[config.mk]
export PLATFORM = sky130hd
export DESIGN_NAME = touch_sample_qualify_and_map_top
export DESIGN_NICKNAME = d
export VERILOG_FILES = /design/src/rtl/core/tsqm_pkg.sv /design/src/rtl/core/tsqm_sort5.sv /design/src/rtl/core/tsqm_map_unit.sv /design/src/rtl/core/touch_sample_qualify_and_map_top.sv
export VERILOG_INCLUDE_DIRS = /design/src /design/src/rtl/core
export SDC_FILE = /design/constraint.sdc
export NUM_CORES = 1
export LEC_CHECK = 0
export ABC_CLOCK_PERIOD_IN_PS = 10200
export BUFFER_PORTS_ARGS = -buffer_cell sky130_fd_sc_hd__clkbuf_2
export CORE_UTILIZATION = 55
export DETAILED_ROUTE_END_ITERATION = 10
export PLACE_DENSITY_LB_ADDON = 0.05
export SLEW_MARGIN = 20
export SYNTH_ARGS = -nofsm -noshare
export SYNTH_HDL_FRONTEND = slang
export SYNTH_SLANG_ARGS = --single-unit
[constraint.sdc]
create_clock -name i_clk -period 10.2 [get_ports i_clk]
set_input_delay 0 -clock i_clk [delete_from_list [all_inputs] [get_ports i_clk]]
set_output_delay 0 -clock i_clk [all_outputs]
set_load 0.005 [all_outputs]
[src/rtl/core/assert_macros.svh]
// Assertion helpers shared by the RTL that checks itself.
`ifndef ASSERT_MACROS_SVH
`define ASSERT_MACROS_SVH

// Clocked property check, switched off while reset is asserted.
`define TSQM_ASSERT(label, clk, rst_n, prop) \
    label: assert property (@(posedge clk) disable iff (!rst_n) prop) \
        else $error("%m: assertion failed");

// The condition must never be true at a clock edge outside reset.
`define TSQM_ASSERT_NEVER(label, clk, rst_n, cond) \
    `TSQM_ASSERT(label, clk, rst_n, !(cond))

`endif

[src/rtl/core/tsqm_pkg.sv]
`timescale 1ns / 1ps

package tsqm_pkg;

    localparam int SCREEN_WIDTH_DEF  = 320;
    localparam int SCREEN_HEIGHT_DEF = 240;

    localparam int VAL_W = 12;
    localparam int Z_W   = 13;
    localparam int PROD_W = 2 * VAL_W;

    localparam logic [VAL_W-1:0] FULL_SCALE   = 12'd4095;
    localparam logic [Z_W-1:0]   OPEN_LEVEL   = 13'd120;
    localparam logic [Z_W-1:0]   HOLD_LEVEL   = 13'd70;
    localparam logic [VAL_W-1:0] SPREAD_LIMIT = 12'd120;
    localparam int               MARGIN       = 24;

    // Configuration register indexes.
    localparam int CFG_IDX_W = 3;
    localparam logic [CFG_IDX_W-1:0] CFG_CALIBRATED   = 3'd0;
    localparam logic [CFG_IDX_W-1:0] CFG_X_FROM_RAW_X = 3'd1;
    localparam logic [CFG_IDX_W-1:0] CFG_Y_FROM_RAW_X = 3'd2;
    localparam logic [CFG_IDX_W-1:0] CFG_X_RAW_LOW    = 3'd3;
    localparam logic [CFG_IDX_W-1:0] CFG_X_RAW_HIGH   = 3'd4;
    localparam logic [CFG_IDX_W-1:0] CFG_Y_RAW_LOW    = 3'd5;
    localparam logic [CFG_IDX_W-1:0] CFG_Y_RAW_HIGH   = 3'd6;

    localparam logic [VAL_W-1:0] X_RAW_LOW_RST  = 12'd1837;
    localparam logic [VAL_W-1:0] X_RAW_HIGH_RST = 12'd3559;
    localparam logic [VAL_W-1:0] Y_RAW_LOW_RST  = 12'd1590;
    localparam logic [VAL_W-1:0] Y_RAW_HIGH_RST = 12'd3477;

    typedef struct packed {
        logic [VAL_W-1:0] pressure_one;
        logic [VAL_W-1:0] pressure_two;
        logic [VAL_W-1:0] axis_a_0;
        logic [VAL_W-1:0] axis_a_1;
        logic [VAL_W-1:0] axis_a_2;
        logic [VAL_W-1:0] axis_a_3;
        logic [VAL_W-1:0] axis_a_4;
        logic [VAL_W-1:0] axis_b_0;
        logic [VAL_W-1:0] axis_b_1;
        logic [VAL_W-1:0] axis_b_2;
        logic [VAL_W-1:0] axis_b_3;
        logic [VAL_W-1:0] axis_b_4;
    } t_in_item;

    typedef struct packed {
        logic             touched;
        logic [VAL_W-1:0] x_position;
        logic [VAL_W-1:0] y_position;
        logic [Z_W-1:0]   pressure;
    } t_out_item;

    typedef logic [4:0][VAL_W-1:0] t_five;

    typedef struct packed {
        logic             start;
        logic [VAL_W-1:0] raw;
        logic [VAL_W-1:0] lo;
        logic [VAL_W-1:0] hi;
    } t_map_req;

    typedef struct packed {
        logic             done;
        logic [VAL_W-1:0] value;
    } t_map_rsp;

    typedef enum logic [2:0] {
        S_IDLE,
        S_SORT,
        S_DECIDE,
        S_MAP,
        S_DONE
    } t_ctl_state;

    typedef enum logic [1:0] {
        M_IDLE,
        M_MUL,
        M_DIV,
        M_FIN
    } t_map_state;

endpackage

[src/rtl/core/tsqm_sort5.sv]
`timescale 1ns / 1ps

// Five-entry odd-even transposition sorter, one round per step.
// Five rounds leave the entries in ascending order.
module tsqm_sort5 (
    input  logic                          i_clk,
    input  logic                          i_load,
    input  logic                          i_step,
    input  tsqm_pkg::t_five               i_data,
    output logic [tsqm_pkg::VAL_W-1:0]    o_q1,
    output logic [tsqm_pkg::VAL_W-1:0]    o_q2,
    output logic [tsqm_pkg::VAL_W-1:0]    o_q3
);

    tsqm_pkg::t_five r_val;
    tsqm_pkg::t_five n_val;
    logic            r_phase;
    logic            n_phase;

    always_comb begin
        n_val   = r_val;
        n_phase = r_phase;
        if (i_load) begin
            n_val   = i_data;
            n_phase = 1'b0;
        end else if (i_step) begin
            for (int k = 0; k < 4; k++) begin
                if ((k % 2) == int'(r_phase) && r_val[k] > r_val[k+1]) begin
                    n_val[k]   = r_val[k+1];
                    n_val[k+1] = r_val[k];
                end
            end
            n_phase = ~r_phase;
        end
    end

    always_ff @(posedge i_clk) begin
        r_val   <= n_val;
        r_phase <= n_phase;
    end

    assign o_q1 = r_val[1];
    assign o_q2 = r_val[2];
    assign o_q3 = r_val[3];

endmodule

[src/rtl/core/tsqm_map_unit.sv]
`timescale 1ns / 1ps

// Maps one raw axis value to pixels: a shift-and-add multiplier takes one
// bit of the span per cycle, then a restoring divider produces one quotient
// bit per cycle in the same shift register. Sign and clamp are applied last.
module tsqm_map_unit #(
    parameter int SIZE = tsqm_pkg::SCREEN_WIDTH_DEF
) (
    input  logic               i_clk,
    input  logic               i_rst_n,
    input  tsqm_pkg::t_map_req i_req,
    output tsqm_pkg::t_map_rsp o_rsp
);

    localparam int VW = tsqm_pkg::VAL_W;
    localparam int PW = tsqm_pkg::PROD_W;
    localparam logic [VW-1:0] SPAN   = VW'(SIZE - 1 - 2 * tsqm_pkg::MARGIN);
    localparam logic [PW:0]   LAST   = (PW + 1)'(SIZE - 1);
    localparam logic [PW:0]   MARG_W = (PW + 1)'(tsqm_pkg::MARGIN);
    localparam logic [4:0]    MUL_LAST = 5'(VW - 1);
    localparam logic [4:0]    DIV_LAST = 5'(PW - 1);

    tsqm_pkg::t_map_state r_state;
    tsqm_pkg::t_map_state n_state;
    logic [4:0]    r_cnt;
    logic [VW-1:0] r_mcand;
    logic [VW-1:0] r_den;
    logic          r_neg;
    logic [VW-1:0] r_rem;
    logic [PW-1:0] r_pq;

    logic [VW:0]   diff;
    logic [VW:0]   span_den;
    logic [VW:0]   diff_neg;
    logic [VW:0]   den_neg;
    logic [VW:0]   mul_sum;
    logic [VW:0]   trial;
    logic [VW:0]   trial_sub;
    logic          trial_ge;
    logic [PW:0]   up_val;
    logic [PW:0]   down_val;

    assign diff     = {1'b0, i_req.raw} - {1'b0, i_req.lo};
    assign span_den = {1'b0, i_req.hi} - {1'b0, i_req.lo};
    assign diff_neg = -diff;
    assign den_neg  = -span_den;

    assign mul_sum   = {1'b0, r_pq[PW-1:VW]} + (r_pq[0] ? {1'b0, r_mcand} : '0);
    assign trial     = {r_rem, r_pq[PW-1]};
    assign trial_ge  = trial >= {1'b0, r_den};
    assign trial_sub = trial - {1'b0, r_den};

    always_comb begin
        n_state = r_state;
        unique case (r_state)
            tsqm_pkg::M_IDLE: if (i_req.start) n_state = tsqm_pkg::M_MUL;
            tsqm_pkg::M_MUL:  if (r_cnt == MUL_LAST) n_state = tsqm_pkg::M_DIV;
            tsqm_pkg::M_DIV:  if (r_cnt == DIV_LAST) n_state = tsqm_pkg::M_FIN;
            tsqm_pkg::M_FIN:  n_state = tsqm_pkg::M_IDLE;
            default:          n_state = tsqm_pkg::M_IDLE;
        endcase
    end

    // Result: 24 plus or minus the quotient, clamped to the screen.
    assign up_val   = {1'b0, r_pq} + MARG_W;
    assign down_val = MARG_W - {1'b0, r_pq};

    always_comb begin
        o_rsp.done = (r_state == tsqm_pkg::M_FIN);
        if (r_neg) begin
            o_rsp.value = ({1'b0, r_pq} > MARG_W) ? '0 : down_val[VW-1:0];
        end else begin
            o_rsp.value = (up_val > LAST) ? LAST[VW-1:0] : up_val[VW-1:0];
        end
    end

    always_ff @(posedge i_clk) begin
        if (!i_rst_n) begin
            r_state <= tsqm_pkg::M_IDLE;
            r_cnt   <= '0;
        end else begin
            r_state <= n_state;
            if (n_state != r_state) begin
                r_cnt <= '0;
            end else begin
                r_cnt <= r_cnt + 5'd1;
            end
        end
    end

    always_ff @(posedge i_clk) begin
        unique case (r_state)
            tsqm_pkg::M_IDLE: begin
                if (i_req.start) begin
                    r_mcand <= diff[VW] ? diff_neg[VW-1:0] : diff[VW-1:0];
                    r_den   <= span_den[VW] ? den_neg[VW-1:0] : span_den[VW-1:0];
                    r_neg   <= diff[VW] ^ span_den[VW];
                    r_rem   <= '0;
                    r_pq    <= {{VW{1'b0}}, SPAN};
                end
            end
            tsqm_pkg::M_MUL: begin
                r_pq <= {mul_sum, r_pq[VW-1:1]};
            end
            tsqm_pkg::M_DIV: begin
                r_rem <= trial_ge ? trial_sub[VW-1:0] : trial[VW-1:0];
                r_pq  <= {r_pq[PW-2:0], trial_ge};
            end
            tsqm_pkg::M_FIN: begin
                r_rem <= r_rem;
            end
            default: begin
                r_rem <= r_rem;
            end
        endcase
    end

endmodule

[src/rtl/core/touch_sample_qualify_and_map_top.sv]
`timescale 1ns / 1ps

// Touch sample qualifier and screen mapper.
// The input channel (i_in_valid / o_in_ready / i_in_data) carries one
// converter burst per transfer: two pressure readings and five readings of
// each position channel. The output channel (o_out_valid / i_out_ready /
// o_out_data) returns exactly one result per burst: the touched flag, the
// x and y position and the pressure metric.
// A burst is sorted per axis in five rounds of a compare-exchange network.
// Bursts that report no contact, or that pass raw values through, go from the
// decide state straight to the done state. Calibrated bursts instead run two
// mapping units side by side, each a bit-serial multiplier followed by a
// restoring divider, and go to the done state when the units finish. One
// burst is in work at a time; the next is taken the cycle after the result
// is parked in the output register. Reset (synchronous, active low) closes
// the contact and loads the default calibration. While the receiver stalls,
// the result holds in the output register and the block still takes and
// works one more burst, then waits. Configuration writes take effect at
// once. The user must make them only while idle; the block itself does not
// enforce this.
module touch_sample_qualify_and_map_top #(
    parameter int SCREEN_WIDTH  = tsqm_pkg::SCREEN_WIDTH_DEF,
    parameter int SCREEN_HEIGHT = tsqm_pkg::SCREEN_HEIGHT_DEF
) (
    input  logic                               i_clk,
    input  logic                               i_rst_n,
    input  logic                               i_in_valid,
    output logic                               o_in_ready,
    input  tsqm_pkg::t_in_item                 i_in_data,
    output logic                               o_out_valid,
    input  logic                               i_out_ready,
    output tsqm_pkg::t_out_item                o_out_data,
    input  logic                               i_cfg_we,
    input  logic [tsqm_pkg::CFG_IDX_W-1:0]     i_cfg_index,
    input  logic [tsqm_pkg::VAL_W-1:0]         i_cfg_data
);

`include "assert_macros.svh"

    localparam int VW = tsqm_pkg::VAL_W;
    localparam int ZW = tsqm_pkg::Z_W;
    localparam logic [2:0] SORT_LAST = 3'd4;

    // Configuration registers.
    logic          r_calibrated;
    logic          r_x_from_raw_x;
    logic          r_y_from_raw_x;
    logic [VW-1:0] r_x_raw_low;
    logic [VW-1:0] r_x_raw_high;
    logic [VW-1:0] r_y_raw_low;
    logic [VW-1:0] r_y_raw_high;

    always_ff @(posedge i_clk) begin
        if (!i_rst_n) begin
            r_calibrated   <= 1'b1;
            r_x_from_raw_x <= 1'b1;
            r_y_from_raw_x <= 1'b0;
            r_x_raw_low    <= tsqm_pkg::X_RAW_LOW_RST;
            r_x_raw_high   <= tsqm_pkg::X_RAW_HIGH_RST;
            r_y_raw_low    <= tsqm_pkg::Y_RAW_LOW_RST;
            r_y_raw_high   <= tsqm_pkg::Y_RAW_HIGH_RST;
        end else if (i_cfg_we) begin
            unique case (i_cfg_index)
                tsqm_pkg::CFG_CALIBRATED:   r_calibrated   <= i_cfg_data[0];
                tsqm_pkg::CFG_X_FROM_RAW_X: r_x_from_raw_x <= i_cfg_data[0];
                tsqm_pkg::CFG_Y_FROM_RAW_X: r_y_from_raw_x <= i_cfg_data[0];
                tsqm_pkg::CFG_X_RAW_LOW:    r_x_raw_low    <= i_cfg_data;
                tsqm_pkg::CFG_X_RAW_HIGH:   r_x_raw_high   <= i_cfg_data;
                tsqm_pkg::CFG_Y_RAW_LOW:    r_y_raw_low    <= i_cfg_data;
                tsqm_pkg::CFG_Y_RAW_HIGH:   r_y_raw_high   <= i_cfg_data;
                default:                    r_calibrated   <= r_calibrated;
            endcase
        end
    end

    // Control state and per-burst storage.
    tsqm_pkg::t_ctl_state r_state;
    tsqm_pkg::t_ctl_state n_state;
    logic [2:0]           r_sort_cnt;
    logic                 r_contact_open;
    logic                 n_contact_open;
    logic [VW-1:0]        r_held_x;
    logic [VW-1:0]        r_held_y;
    logic [ZW-1:0]        r_z;
    tsqm_pkg::t_out_item  r_res;
    tsqm_pkg::t_out_item  r_out;
    logic                 r_out_valid;

    logic                 in_xfer;
    logic                 out_load;
    logic                 sort_step;
    logic                 go_map;

    // Pressure: p1 + 4095 - p2, floored at zero.
    logic [ZW-1:0] z_sum;
    logic [ZW-1:0] z_val;
    assign z_sum = {1'b0, i_in_data.pressure_one} + {1'b0, tsqm_pkg::FULL_SCALE};
    assign z_val = (z_sum >= {1'b0, i_in_data.pressure_two}) ?
                   (z_sum - {1'b0, i_in_data.pressure_two}) : '0;

    // Per-axis sorters.
    logic [VW-1:0] a_q1, a_q2, a_q3;
    logic [VW-1:0] b_q1, b_q2, b_q3;

    tsqm_sort5 u_sort_a (
        .i_clk  (i_clk),
        .i_load (in_xfer),
        .i_step (sort_step),
        .i_data ({i_in_data.axis_a_4, i_in_data.axis_a_3, i_in_data.axis_a_2,
                  i_in_data.axis_a_1, i_in_data.axis_a_0}),
        .o_q1   (a_q1),
        .o_q2   (a_q2),
        .o_q3   (a_q3)
    );

    tsqm_sort5 u_sort_b (
        .i_clk  (i_clk),
        .i_load (in_xfer),
        .i_step (sort_step),
        .i_data ({i_in_data.axis_b_4, i_in_data.axis_b_3, i_in_data.axis_b_2,
                  i_in_data.axis_b_1, i_in_data.axis_b_0}),
        .o_q1   (b_q1),
        .o_q2   (b_q2),
        .o_q3   (b_q3)
    );

    // Qualification: hysteresis on pressure, spread check on both axes.
    logic [VW-1:0] a_spread;
    logic [VW-1:0] b_spread;
    logic          settled;
    logic          below;
    logic          touch_now;
    logic          pass_raw;
    logic [VW-1:0] new_x;
    logic [VW-1:0] new_y;

    assign a_spread  = a_q3 - a_q1;
    assign b_spread  = b_q3 - b_q1;
    assign settled   = (a_spread <= tsqm_pkg::SPREAD_LIMIT) &&
                       (b_spread <= tsqm_pkg::SPREAD_LIMIT);
    assign below     = r_z < (r_contact_open ? tsqm_pkg::HOLD_LEVEL
                                             : tsqm_pkg::OPEN_LEVEL);
    assign touch_now = !below && (settled || r_contact_open);
    assign pass_raw  = !r_calibrated || (r_x_raw_high == r_x_raw_low) ||
                       (r_y_raw_high == r_y_raw_low);
    assign new_x     = settled ? (tsqm_pkg::FULL_SCALE - b_q2) : r_held_x;
    assign new_y     = settled ? a_q2 : r_held_y;

    // Mapping units, one per screen axis, started together.
    tsqm_pkg::t_map_req map_x_req;
    tsqm_pkg::t_map_req map_y_req;
    tsqm_pkg::t_map_rsp map_x_rsp;
    tsqm_pkg::t_map_rsp map_y_rsp;

    always_comb begin
        map_x_req.start = go_map;
        map_x_req.raw   = r_x_from_raw_x ? new_x : new_y;
        map_x_req.lo    = r_x_raw_low;
        map_x_req.hi    = r_x_raw_high;
        map_y_req.start = go_map;
        map_y_req.raw   = r_y_from_raw_x ? new_x : new_y;
        map_y_req.lo    = r_y_raw_low;
        map_y_req.hi    = r_y_raw_high;
    end

    tsqm_map_unit #(.SIZE(SCREEN_WIDTH)) u_map_x (
        .i_clk   (i_clk),
        .i_rst_n (i_rst_n),
        .i_req   (map_x_req),
        .o_rsp   (map_x_rsp)
    );

    tsqm_map_unit #(.SIZE(SCREEN_HEIGHT)) u_map_y (
        .i_clk   (i_clk),
        .i_rst_n (i_rst_n),
        .i_req   (map_y_req),
        .o_rsp   (map_y_rsp)
    );

    // Next state.
    always_comb begin
        n_state = r_state;
        unique case (r_state)
            tsqm_pkg::S_IDLE:   if (in_xfer) n_state = tsqm_pkg::S_SORT;
            tsqm_pkg::S_SORT:   if (r_sort_cnt == SORT_LAST) n_state = tsqm_pkg::S_DECIDE;
            tsqm_pkg::S_DECIDE: n_state = (touch_now && !pass_raw) ? tsqm_pkg::S_MAP
                                                                   : tsqm_pkg::S_DONE;
            tsqm_pkg::S_MAP:    if (map_x_rsp.done) n_state = tsqm_pkg::S_DONE;
            tsqm_pkg::S_DONE:   if (out_load) n_state = tsqm_pkg::S_IDLE;
            default:            n_state = tsqm_pkg::S_IDLE;
        endcase
    end

    // Control outputs.
    always_comb begin
        o_in_ready = (r_state == tsqm_pkg::S_IDLE);
        sort_step  = (r_state == tsqm_pkg::S_SORT);
        go_map     = (r_state == tsqm_pkg::S_DECIDE) && touch_now && !pass_raw;
        out_load   = (r_state == tsqm_pkg::S_DONE) && (!r_out_valid || i_out_ready);
    end

    assign in_xfer = i_in_valid && o_in_ready;

    always_comb begin
        n_contact_open = r_contact_open;
        if (r_state == tsqm_pkg::S_DECIDE) begin
            n_contact_open = touch_now;
        end
    end

    always_ff @(posedge i_clk) begin
        if (!i_rst_n) begin
            r_state        <= tsqm_pkg::S_IDLE;
            r_sort_cnt     <= '0;
            r_contact_open <= 1'b0;
            r_out_valid    <= 1'b0;
        end else begin
            r_state        <= n_state;
            r_contact_open <= n_contact_open;
            if (in_xfer) begin
                r_sort_cnt <= '0;
            end else if (sort_step) begin
                r_sort_cnt <= r_sort_cnt + 3'd1;
            end
            if (out_load) begin
                r_out_valid <= 1'b1;
            end else if (i_out_ready) begin
                r_out_valid <= 1'b0;
            end
        end
    end

    // Payload registers.
    always_ff @(posedge i_clk) begin
        if (in_xfer) begin
            r_z <= z_val;
        end
        if (r_state == tsqm_pkg::S_DECIDE) begin
            if (touch_now) begin
                r_held_x <= new_x;
                r_held_y <= new_y;
            end
            r_res.touched    <= touch_now;
            r_res.pressure   <= r_z;
            r_res.x_position <= touch_now ? new_x : '0;
            r_res.y_position <= touch_now ? new_y : '0;
        end
        if (r_state == tsqm_pkg::S_MAP && map_x_rsp.done) begin
            r_res.x_position <= map_x_rsp.value;
            r_res.y_position <= map_y_rsp.value;
        end
        if (out_load) begin
            r_out <= r_res;
        end
    end

    assign o_out_valid = r_out_valid;
    assign o_out_data  = r_out;

    // Both mapping units run the same schedule and must finish together.
    `TSQM_ASSERT(a_map_done_align, i_clk, i_rst_n, map_x_rsp.done == map_y_rsp.done)

    // A result without contact reports no position.
    `TSQM_ASSERT_NEVER(a_idle_pos_zero, i_clk, i_rst_n,
        o_out_valid && !o_out_data.touched &&
        (o_out_data.x_position != '0 || o_out_data.y_position != '0))

    // Pressure below the hold level always closes the contact.
    `TSQM_ASSERT(a_contact_close, i_clk, i_rst_n,
        (r_state == tsqm_pkg::S_DECIDE && r_z < tsqm_pkg::HOLD_LEVEL) |=> !r_contact_open)

endmodule
==> out/results.ini, run 1 <==
[die]
row_count=83
start_util=0.557
fp.dieArea_mm2=0.0530
core_area_mm2=0.0514
io_pins=204
die_x_um=230
die_y_um=230

[global_route]
grt_pass1_vias=23200
antenna_found_initial=1
grt_pass1_wl_um=130000
grt_max_degree=106
grt-ovfl-total=0
track_usage=0.316

[drt]
post_drt_wl_per_cell_um=21.3
wl_um=85000
viasPerCell=6.07
top_layer_used=met5
wl_met2_um=38800
drc=0
drtAntennaViolNets=0
initialDrtViolationCount=2570
wl_met3_um=5940
num_vias=24300
wl_met1_um=37400
drt_pass1_iterations=5

[yosys]
synthArstFlopShare=0
synth_cells=2970
synthFlopType=edfxtp_1
seq_area_frac_synth=0.425
ys_seq_elements=430
avgSynthCellArea_um2=9.64
synth_edf_count=355
syn-num-nets=3403
yosysWarnings=0
synth_cell_type_count=86
synth_area_mm2=0.0286

[clock_tree]
cts_num_sinks=430
clkSlewWorstSetupHoldPaths_ns=0.06
cts_tree=done
clkLatencyLatePin_ns=0.62
cts-root-buf=clkbuf_16
cts_buffers=48
cts_buffer_depth=3
post-cts-setup-buffer-count=0
cts_max_level=2

[job]
cap_violations=0

[hold_path]
hold_class=in2reg

[power]
p_per_area_mw_per_mm2=167
leakagePower_nw=13.7
irDropWorstVdd_mv=0.153
p_total_mw=5.58

[setup_path]
critPathMaxFanout=25
required_ns=10.56
crit_path_end_kind=flip-flop
slowest_stage=or4_1
critPathTopFamily=compound AO/OA/AOI/OAI gates
worstSetupStartpointType=flip-flop
crit_chain=ha_1, a21o_1, a21o_1, a222oi_1, nand3_1, a31oi_1, and4bb_1, and4_1, buf_4, mux2i_1, mux2i_1, ha_1, nor2b_1, o31a_1, o21ai_0, a21oi_1, a311oi_2, xnor2_1, or4_1, o21ai_1, xor2_1
critPathKind=reg2reg
arrival_ns=6.48
crit_buf_inv=1
cpPeakStageDelay_ns=0.53

[timing]
min_period_ns=6.12
slew_headroom=0.263
setup-violations-final=0
tns_ns=0
timing.final.ws_setup_ns=4.08
rsz0062_at_grt=false
fin_hold_ws_ns=0.0223
tightest_slew_ns=1.11
fmax_mhz=163
finClkSkew_ns=0.0325
maxSlewViolCount=0
finalHoldViolCount=0
post-route-period-util=0.600

[final_layout]
final_common_cell=edfxtp_1
drive_gt1_frac=0.105
final_cell_mix=edfxtp_1, nand2_1, inv_1, ha_1, nor2_1
area_growth_syn_to_layout_pct=16.4
final_area_mm2=0.0333
nets=3708

[outcome]
status=completed

[placement]
port_buffers=203
dpl.hpwl_um=63000
placed_area_mm2=0.0302
pre_cts_slack_ns=4.24
gp_congestion=0.941

worst register-to-register path: stages, from the launching register on:
cell and delay [ns]:
edfxtp_1 0.49, ha_1 0.43, a21o_1 0.24, a21o_1 0.22, a222oi_1 0.36, nand3_1 0.11, a31oi_1 0.17, and4bb_1 0.26
and4_1 0.20, buf_4 0.38, mux2i_1 0.42, mux2i_1 0.15, ha_1 0.29, nor2b_1 0.15, o31a_1 0.26, o21ai_0 0.26
a21oi_1 0.18, a311oi_2 0.36, xnor2_1 0.17, or4_1 0.53, o21ai_1 0.16, xor2_1 0.08
registers in the layout (all words and copies together) (netlist names), 13 cells and up:
signal / cells
o_out_data: 38
r_res: 38
u_map_x.r_pq: 24
u_map_y.r_pq: 24
u_sort_a.r_val: 24
u_sort_b.r_val: 24
r_z: 13
cells by family after synthesis:
kind of cell / share of synthesized area
buf+inv: 0.0527
xor+xnor: 0.0483
flops: 0.425
compound gates: 0.162
simple gates: 0.156
fa+ha+maj: 0.120
mux: 0.0357
synth_stat cells, types with 20 or more instances:
master | n | share of area
edfxtp_1 | 355 | 0.37
nand2_1 | 264 | 0.035
inv_1 | 262 | 0.034
ha_1 | 260 | 0.11
nor2_1 | 236 | 0.031
o21ai_0 | 154 | 0.027
a21oi_1 | 147 | 0.026
xnor2_1 | 101 | 0.031
clkbuf_1 | 93 | 0.012
mux2i_1 | 91 | 0.032
dfxtp_1 | 75 | 0.052
nand3_1 | 74 | 0.013
nor2b_1 | 66 | 0.014
nor3_1 | 66 | 0.012
a21o_1 | 65 | 0.017
xor2_1 | 57 | 0.017
a221oi_1 | 51 | 0.016
nand4_1 | 51 | 0.011
a22oi_1 | 38 | 0.010
and2_1 | 38 | 0.0083
nand2b_1 | 32 | 0.0070
o31ai_1 | 32 | 0.0084
a31oi_1 | 28 | 0.0061
o211ai_1 | 23 | 0.0060
a211oi_1 | 22 | 0.0058
and3_1 | 20 | 0.0044
layer usage:
layer / up-vias / global-route usage
li1: 11400 / -
met5: - / 0
met2: 971 / 0.504
met1: 11700 / 0.438
met4: 2 / 0.115
met3: 193 / 0.0428
what timing repair did:
action | in CTS | in global routing
hold buffers | 150 | 0
hold endpoints to repair | 183 | 0
gates resized for setup | 0 | 0
layout make-up:
type / instances / area (µm²)
Tap cell: 680 / 851
Multi-Input combinational cell: 2156 / 15000
Timing Repair Buffer: 376 / 2700
Sequential cell: 430 / 12200
Clock buffer: 62 / 1330
Fill cell: 4125 / 18100
Inverter: 263 / 992
Antenna cell: 1 / 2.50
Clock inverter: 27 / 269
through the flow:
stage / std cells / utilization
after global placement: 3754 / 0.588
after detailed placement: 3754 / 0.588
after floorplan: 2970 / -
after global routing: 3994 / 0.648
after CTS: 3993 / 0.648
final: 3995 / 0.648
worst paths after layout:
path                                   start                             to  slack [ns]  depth (start not counted)
hold reg to reg          r_res[15]$_DFFE_PP_       o_out_data[15]$_DFFE_PP_        0.42                          0
setup reg to reg  u_sort_b.o_q3[8]$_DFFE_PP_  u_map_y.r_mcand[10]$_DFFE_PP_        4.08                         21
setup / recovery  u_sort_b.o_q3[8]$_DFFE_PP_  u_map_y.r_mcand[10]$_DFFE_PP_        4.08                         21
hold / removal                i_in_data[142]          r_z[11]$_SDFFCE_PN0P_        0.02                          4
where the power goes:
group	leakage [nW]	internal, mW	switching, mW
Sequential	3.95	2.10	0.211
Combinational	8.97	0.615	0.886
Clock	0.768	1.00	0.761
Total	13.7	3.72	1.86
Note: power is estimated with default switching activity, not from simulation.
==> run 2: changes to the inputs <==
ABC_AREA = 1   (was unset)
ABC_CLOCK_PERIOD_IN_PS = 5800   (was 10200)
clock period = 5.8 ns   (was 10.2 ns; I/O delays follow)
==> run 2 against run 1 <==
Register-to-register slack lost 3.5 ns. Critical endpoint is now u_map_x.r_mcand[11]$_DFFE_PP_. Power rose to 2.6 times the previous value. Largest cell class unchanged. Highest routed layer is now met4. Count of clock-buffer cells in the layout decreased by 3. Clock skew down 0.0040 ns.
==> out/results.ini, run 2 <==
[outcome]
status=completed

[clock_tree]
cts_buffer_depth=3  ; unchanged
post-cts-setup-buffer-count=0  ; unchanged
clkLatencyLatePin_ns=0.59  ; -0.03 ns
cts_max_level=2  ; unchanged
cts_num_sinks=430  ; unchanged
cts_tree=done
cts-root-buf=clkbuf_16
clkSlewWorstSetupHoldPaths_ns=0.07  ; about the same
cts_buffers=48  ; unchanged

[timing]
fmax_mhz=191  ; +17%
maxSlewViolCount=0  ; unchanged
slew_headroom=0.339  ; +0.0763
timing.final.ws_setup_ns=0.556  ; -3.53 ns
finalHoldViolCount=0  ; unchanged
min_period_ns=5.24  ; -0.873 ns
finClkSkew_ns=0.0285  ; -0.00400 ns
setup-violations-final=0  ; unchanged
tns_ns=0  ; unchanged
rsz0062_at_grt=false
post-route-period-util=0.904  ; +0.304
tightest_slew_ns=0.988  ; -0.118 ns

[setup_path]
reg2reg_from=u_sort_a.o_q1[3]$_DFFE_PP_
required_ns=6.11  ; -4.45 ns
critPathKind=reg2reg
slowest_stage=edfxtp_1
critPathTopFamily=simple AND/OR/NAND/NOR gates
crit_path_end_kind=flip-flop
cpPeakStageDelay_ns=0.39  ; -0.14 ns
worst_path_most_repeated_cell=nand2_1
reg2reg_slack_ns=0.56  ; -3.53 ns
arrival_ns=5.55  ; -0.93 ns
crit_buf_inv=3  ; +2
worstReg2RegEnd=u_map_x.r_mcand[11]$_DFFE_PP_
worstSetupStartpointType=flip-flop
rr_worst_depth=32  ; +52%
critPathMaxFanout=17  ; -32%

[power]
p_per_area_mw_per_mm2=428  ; +160%
leakagePower_nw=15.2  ; +11%
irDropWorstVdd_mv=0.399  ; +160%

[placement]
pre_cts_slack_ns=0.351  ; -3.89 ns
port_buffers=203  ; unchanged
gp_congestion=0.983  ; +4.5%
dpl.hpwl_um=63500  ; +0.83%

[drt]
wl_um=83800  ; -1.4%
viasPerCell=5.64  ; -7.2%
drc=0  ; unchanged
initialDrtViolationCount=2191  ; -15%
drtAntennaViolNets=0  ; unchanged
drt_pass1_iterations=6  ; +1
num_vias=25800  ; +6.5%
post_drt_wl_per_cell_um=18.3  ; -14%

[final_layout]
drive_gt1_frac=0.0999  ; -0.00509
fill_cells=4392  ; +6.5%
final_util=0.656  ; +0.00773
final_common_cell=nand2_1
area_growth_syn_to_layout_pct=16.8
nets=4298  ; +16%
final_cell_mix=nand2_1, inv_1, edfxtp_1, nor2_1, ha_1

[yosys]
yosysMostFrequentCell=nand2_1
ys_seq_elements=430  ; unchanged
synth_top_area_frac=0.367  ; -0.00548
ys_top_cells_by_area=edfxtp_1, ha_1, nand2_1, inv_1, dfxtp_1
synth_common_cells=nand2_1, inv_1, edfxtp_1
synthFlopType=edfxtp_1
yosysWarnings=0  ; unchanged
seq_area_frac_synth=0.418  ; -0.00625
synth_cells=3529  ; +19%
synth_area_leader_cell=edfxtp_1
synth_edf_count=355  ; unchanged
synth_cell_type_count=56  ; -35%
syn-num-nets=3962  ; +16%
avgSynthCellArea_um2=8.24  ; -15%
synthArstFlopShare=0  ; unchanged
synth_area_mm2=0.0291  ; +1.5%

[global_route]
grt_pass1_wl_um=132000  ; +1.4%
grt_pass1_vias=25000  ; +7.7%
grt_max_degree=87  ; -18%
grt-ovfl-total=0  ; unchanged
track_usage=0.312  ; -0.00385
antenna_found_initial=0  ; -1

[die]
io_pins=204  ; unchanged
die_y_um=232  ; +0.74%
row_count=83  ; unchanged
core_area_mm2=0.0517  ; +0.61%
die_x_um=232  ; +0.74%
start_util=0.562  ; +0.00492
fp.dieArea_mm2=0.0538  ; +1.5%

[hold_path]
hold_class=in2reg
holdPathEnd=r_state[0]$_SDFFE_PN0P_
hp-start=i_in_valid
hold_path_depth=5  ; +1

[job]
cap_violations=0  ; unchanged

## run 2: cell types whose count changed in the layout (fill, tap and decap cells not counted), moves of 38 or more
| cell | before | now |
|---|---|---|
| inv_1 | 262 | 474 |
| a21o_1 | 65 | 2 |
| xor2_1 | 57 | 119 |
| a21oi_1 | 145 | 219 |
| nand2_1 | 263 | 860 |
| nand3_1 | 74 | 147 |
| a22oi_1 | 38 | 0 |
| xnor2_1 | 101 | 49 |
| mux2i_1 | 90 | 0 |
| a221oi_1 | 51 | 0 |
| nor2b_1 | 66 | 0 |
## run 2: cells by family after synthesis
family                     Yosys count  synth area share
AOI/OAI and AO/OA                  620             0.124
and+or+nand+nor                   1462             0.212
buffers and inverters              580            0.0763
DFF                                430             0.418
adders and majority gates          269             0.118
xor gates and xnor gates           168            0.0506
## run 2: layout make-up
type | count | area, µm² | area share
flip-flops and latches | 430 | 12200 | 0.358
well taps | 680 | 851 | 0.0251
inverters | 490 | 1840 | 0.0543
clock buffers | 59 | 1330 | 0.0391
multi-input cells | 2519 | 14800 | 0.435
repair buffers | 376 | 2680 | 0.0789
clock inverters | 29 | 305 | 0.00900
diodes | 2 | 5.00 | 0.000147
## run 2: how the worst max path moves through the flow
stage	from	to	slack [ns]	cells past startpoint
after detailed placement	u_sort_b.o_q3[2]$_DFFE_PP_	u_map_x.r_mcand[7]$_DFFE_PP_	0.35	27
after global placement	u_sort_a.o_q1[3]$_DFFE_PP_	u_map_x.r_mcand[7]$_DFFE_PP_	0.61	30
after floorplan	u_sort_a.o_q3[3]$_DFFE_PP_	u_map_x.r_mcand[11]$_DFFE_PP_	1.27	28
after CTS	u_sort_a.o_q1[2]$_DFFE_PP_	u_map_x.r_mcand[7]$_DFFE_PP_	0.30	32
after global routing	u_sort_b.o_q3[2]$_DFFE_PP_	u_map_x.r_mcand[11]$_DFFE_PP_	0.09	32
final	u_sort_a.o_q1[3]$_DFFE_PP_	u_map_x.r_mcand[11]$_DFFE_PP_	0.56	32
## run 2: power by group
part | internal [mW] | switching [mW] | total (mW)
registers | 4.41 | 0.591 | 5.00
clock network | 1.89 | 1.29 | 3.18
logic | 2.14 | 4.21 | 6.35
total | 8.43 | 6.10 | 14.5
## run 2: worst register-to-register path, delay by kind of cell, from the launching register on
kind | cells | cell delay, ns
flops | 1 | 0.39
xor+xnor | 2 | 0.51
fa+ha+maj | 2 | 0.74
buf+inv | 3 | 0.34
compound gates | 7 | 1.13
simple gates | 18 | 1.83
## run 2: stage by stage
stage,cell area [µm²],hold WS [ns],cells,power (mW)
2_1_floorplan,29100,0.113,3529,9.13
3_3_place_gp,30800,0.264,4350,11.0
3_5_place_dp,30800,0.268,4350,11.2
4_1_cts,33900,0.00835,4583,14.4
5_1_grt,33900,0.0717,4583,15.5
6_report,33900,0.0363,4585,14.5
## run 2: repair_timing
item,CTS,global route
setup endpoints to repair,0,6
gates resized for setup,0,6
hold buffers,145,0
endpoints found under the hold margin,184,0
## run 2: layer usage
| metal | up-vias | wire (µm) | track usage |
|---|---|---|---|
| li1 | 12600 | - | - |
| met1 | 12100 | 36000 | 0.413 |
| met3 | 160 | 5270 | 0.0456 |
| met4 | 0 | 2520 | 0.102 |
| met5 | - | 0 | 0 |
| met2 | 949 | 40100 | 0.523 |
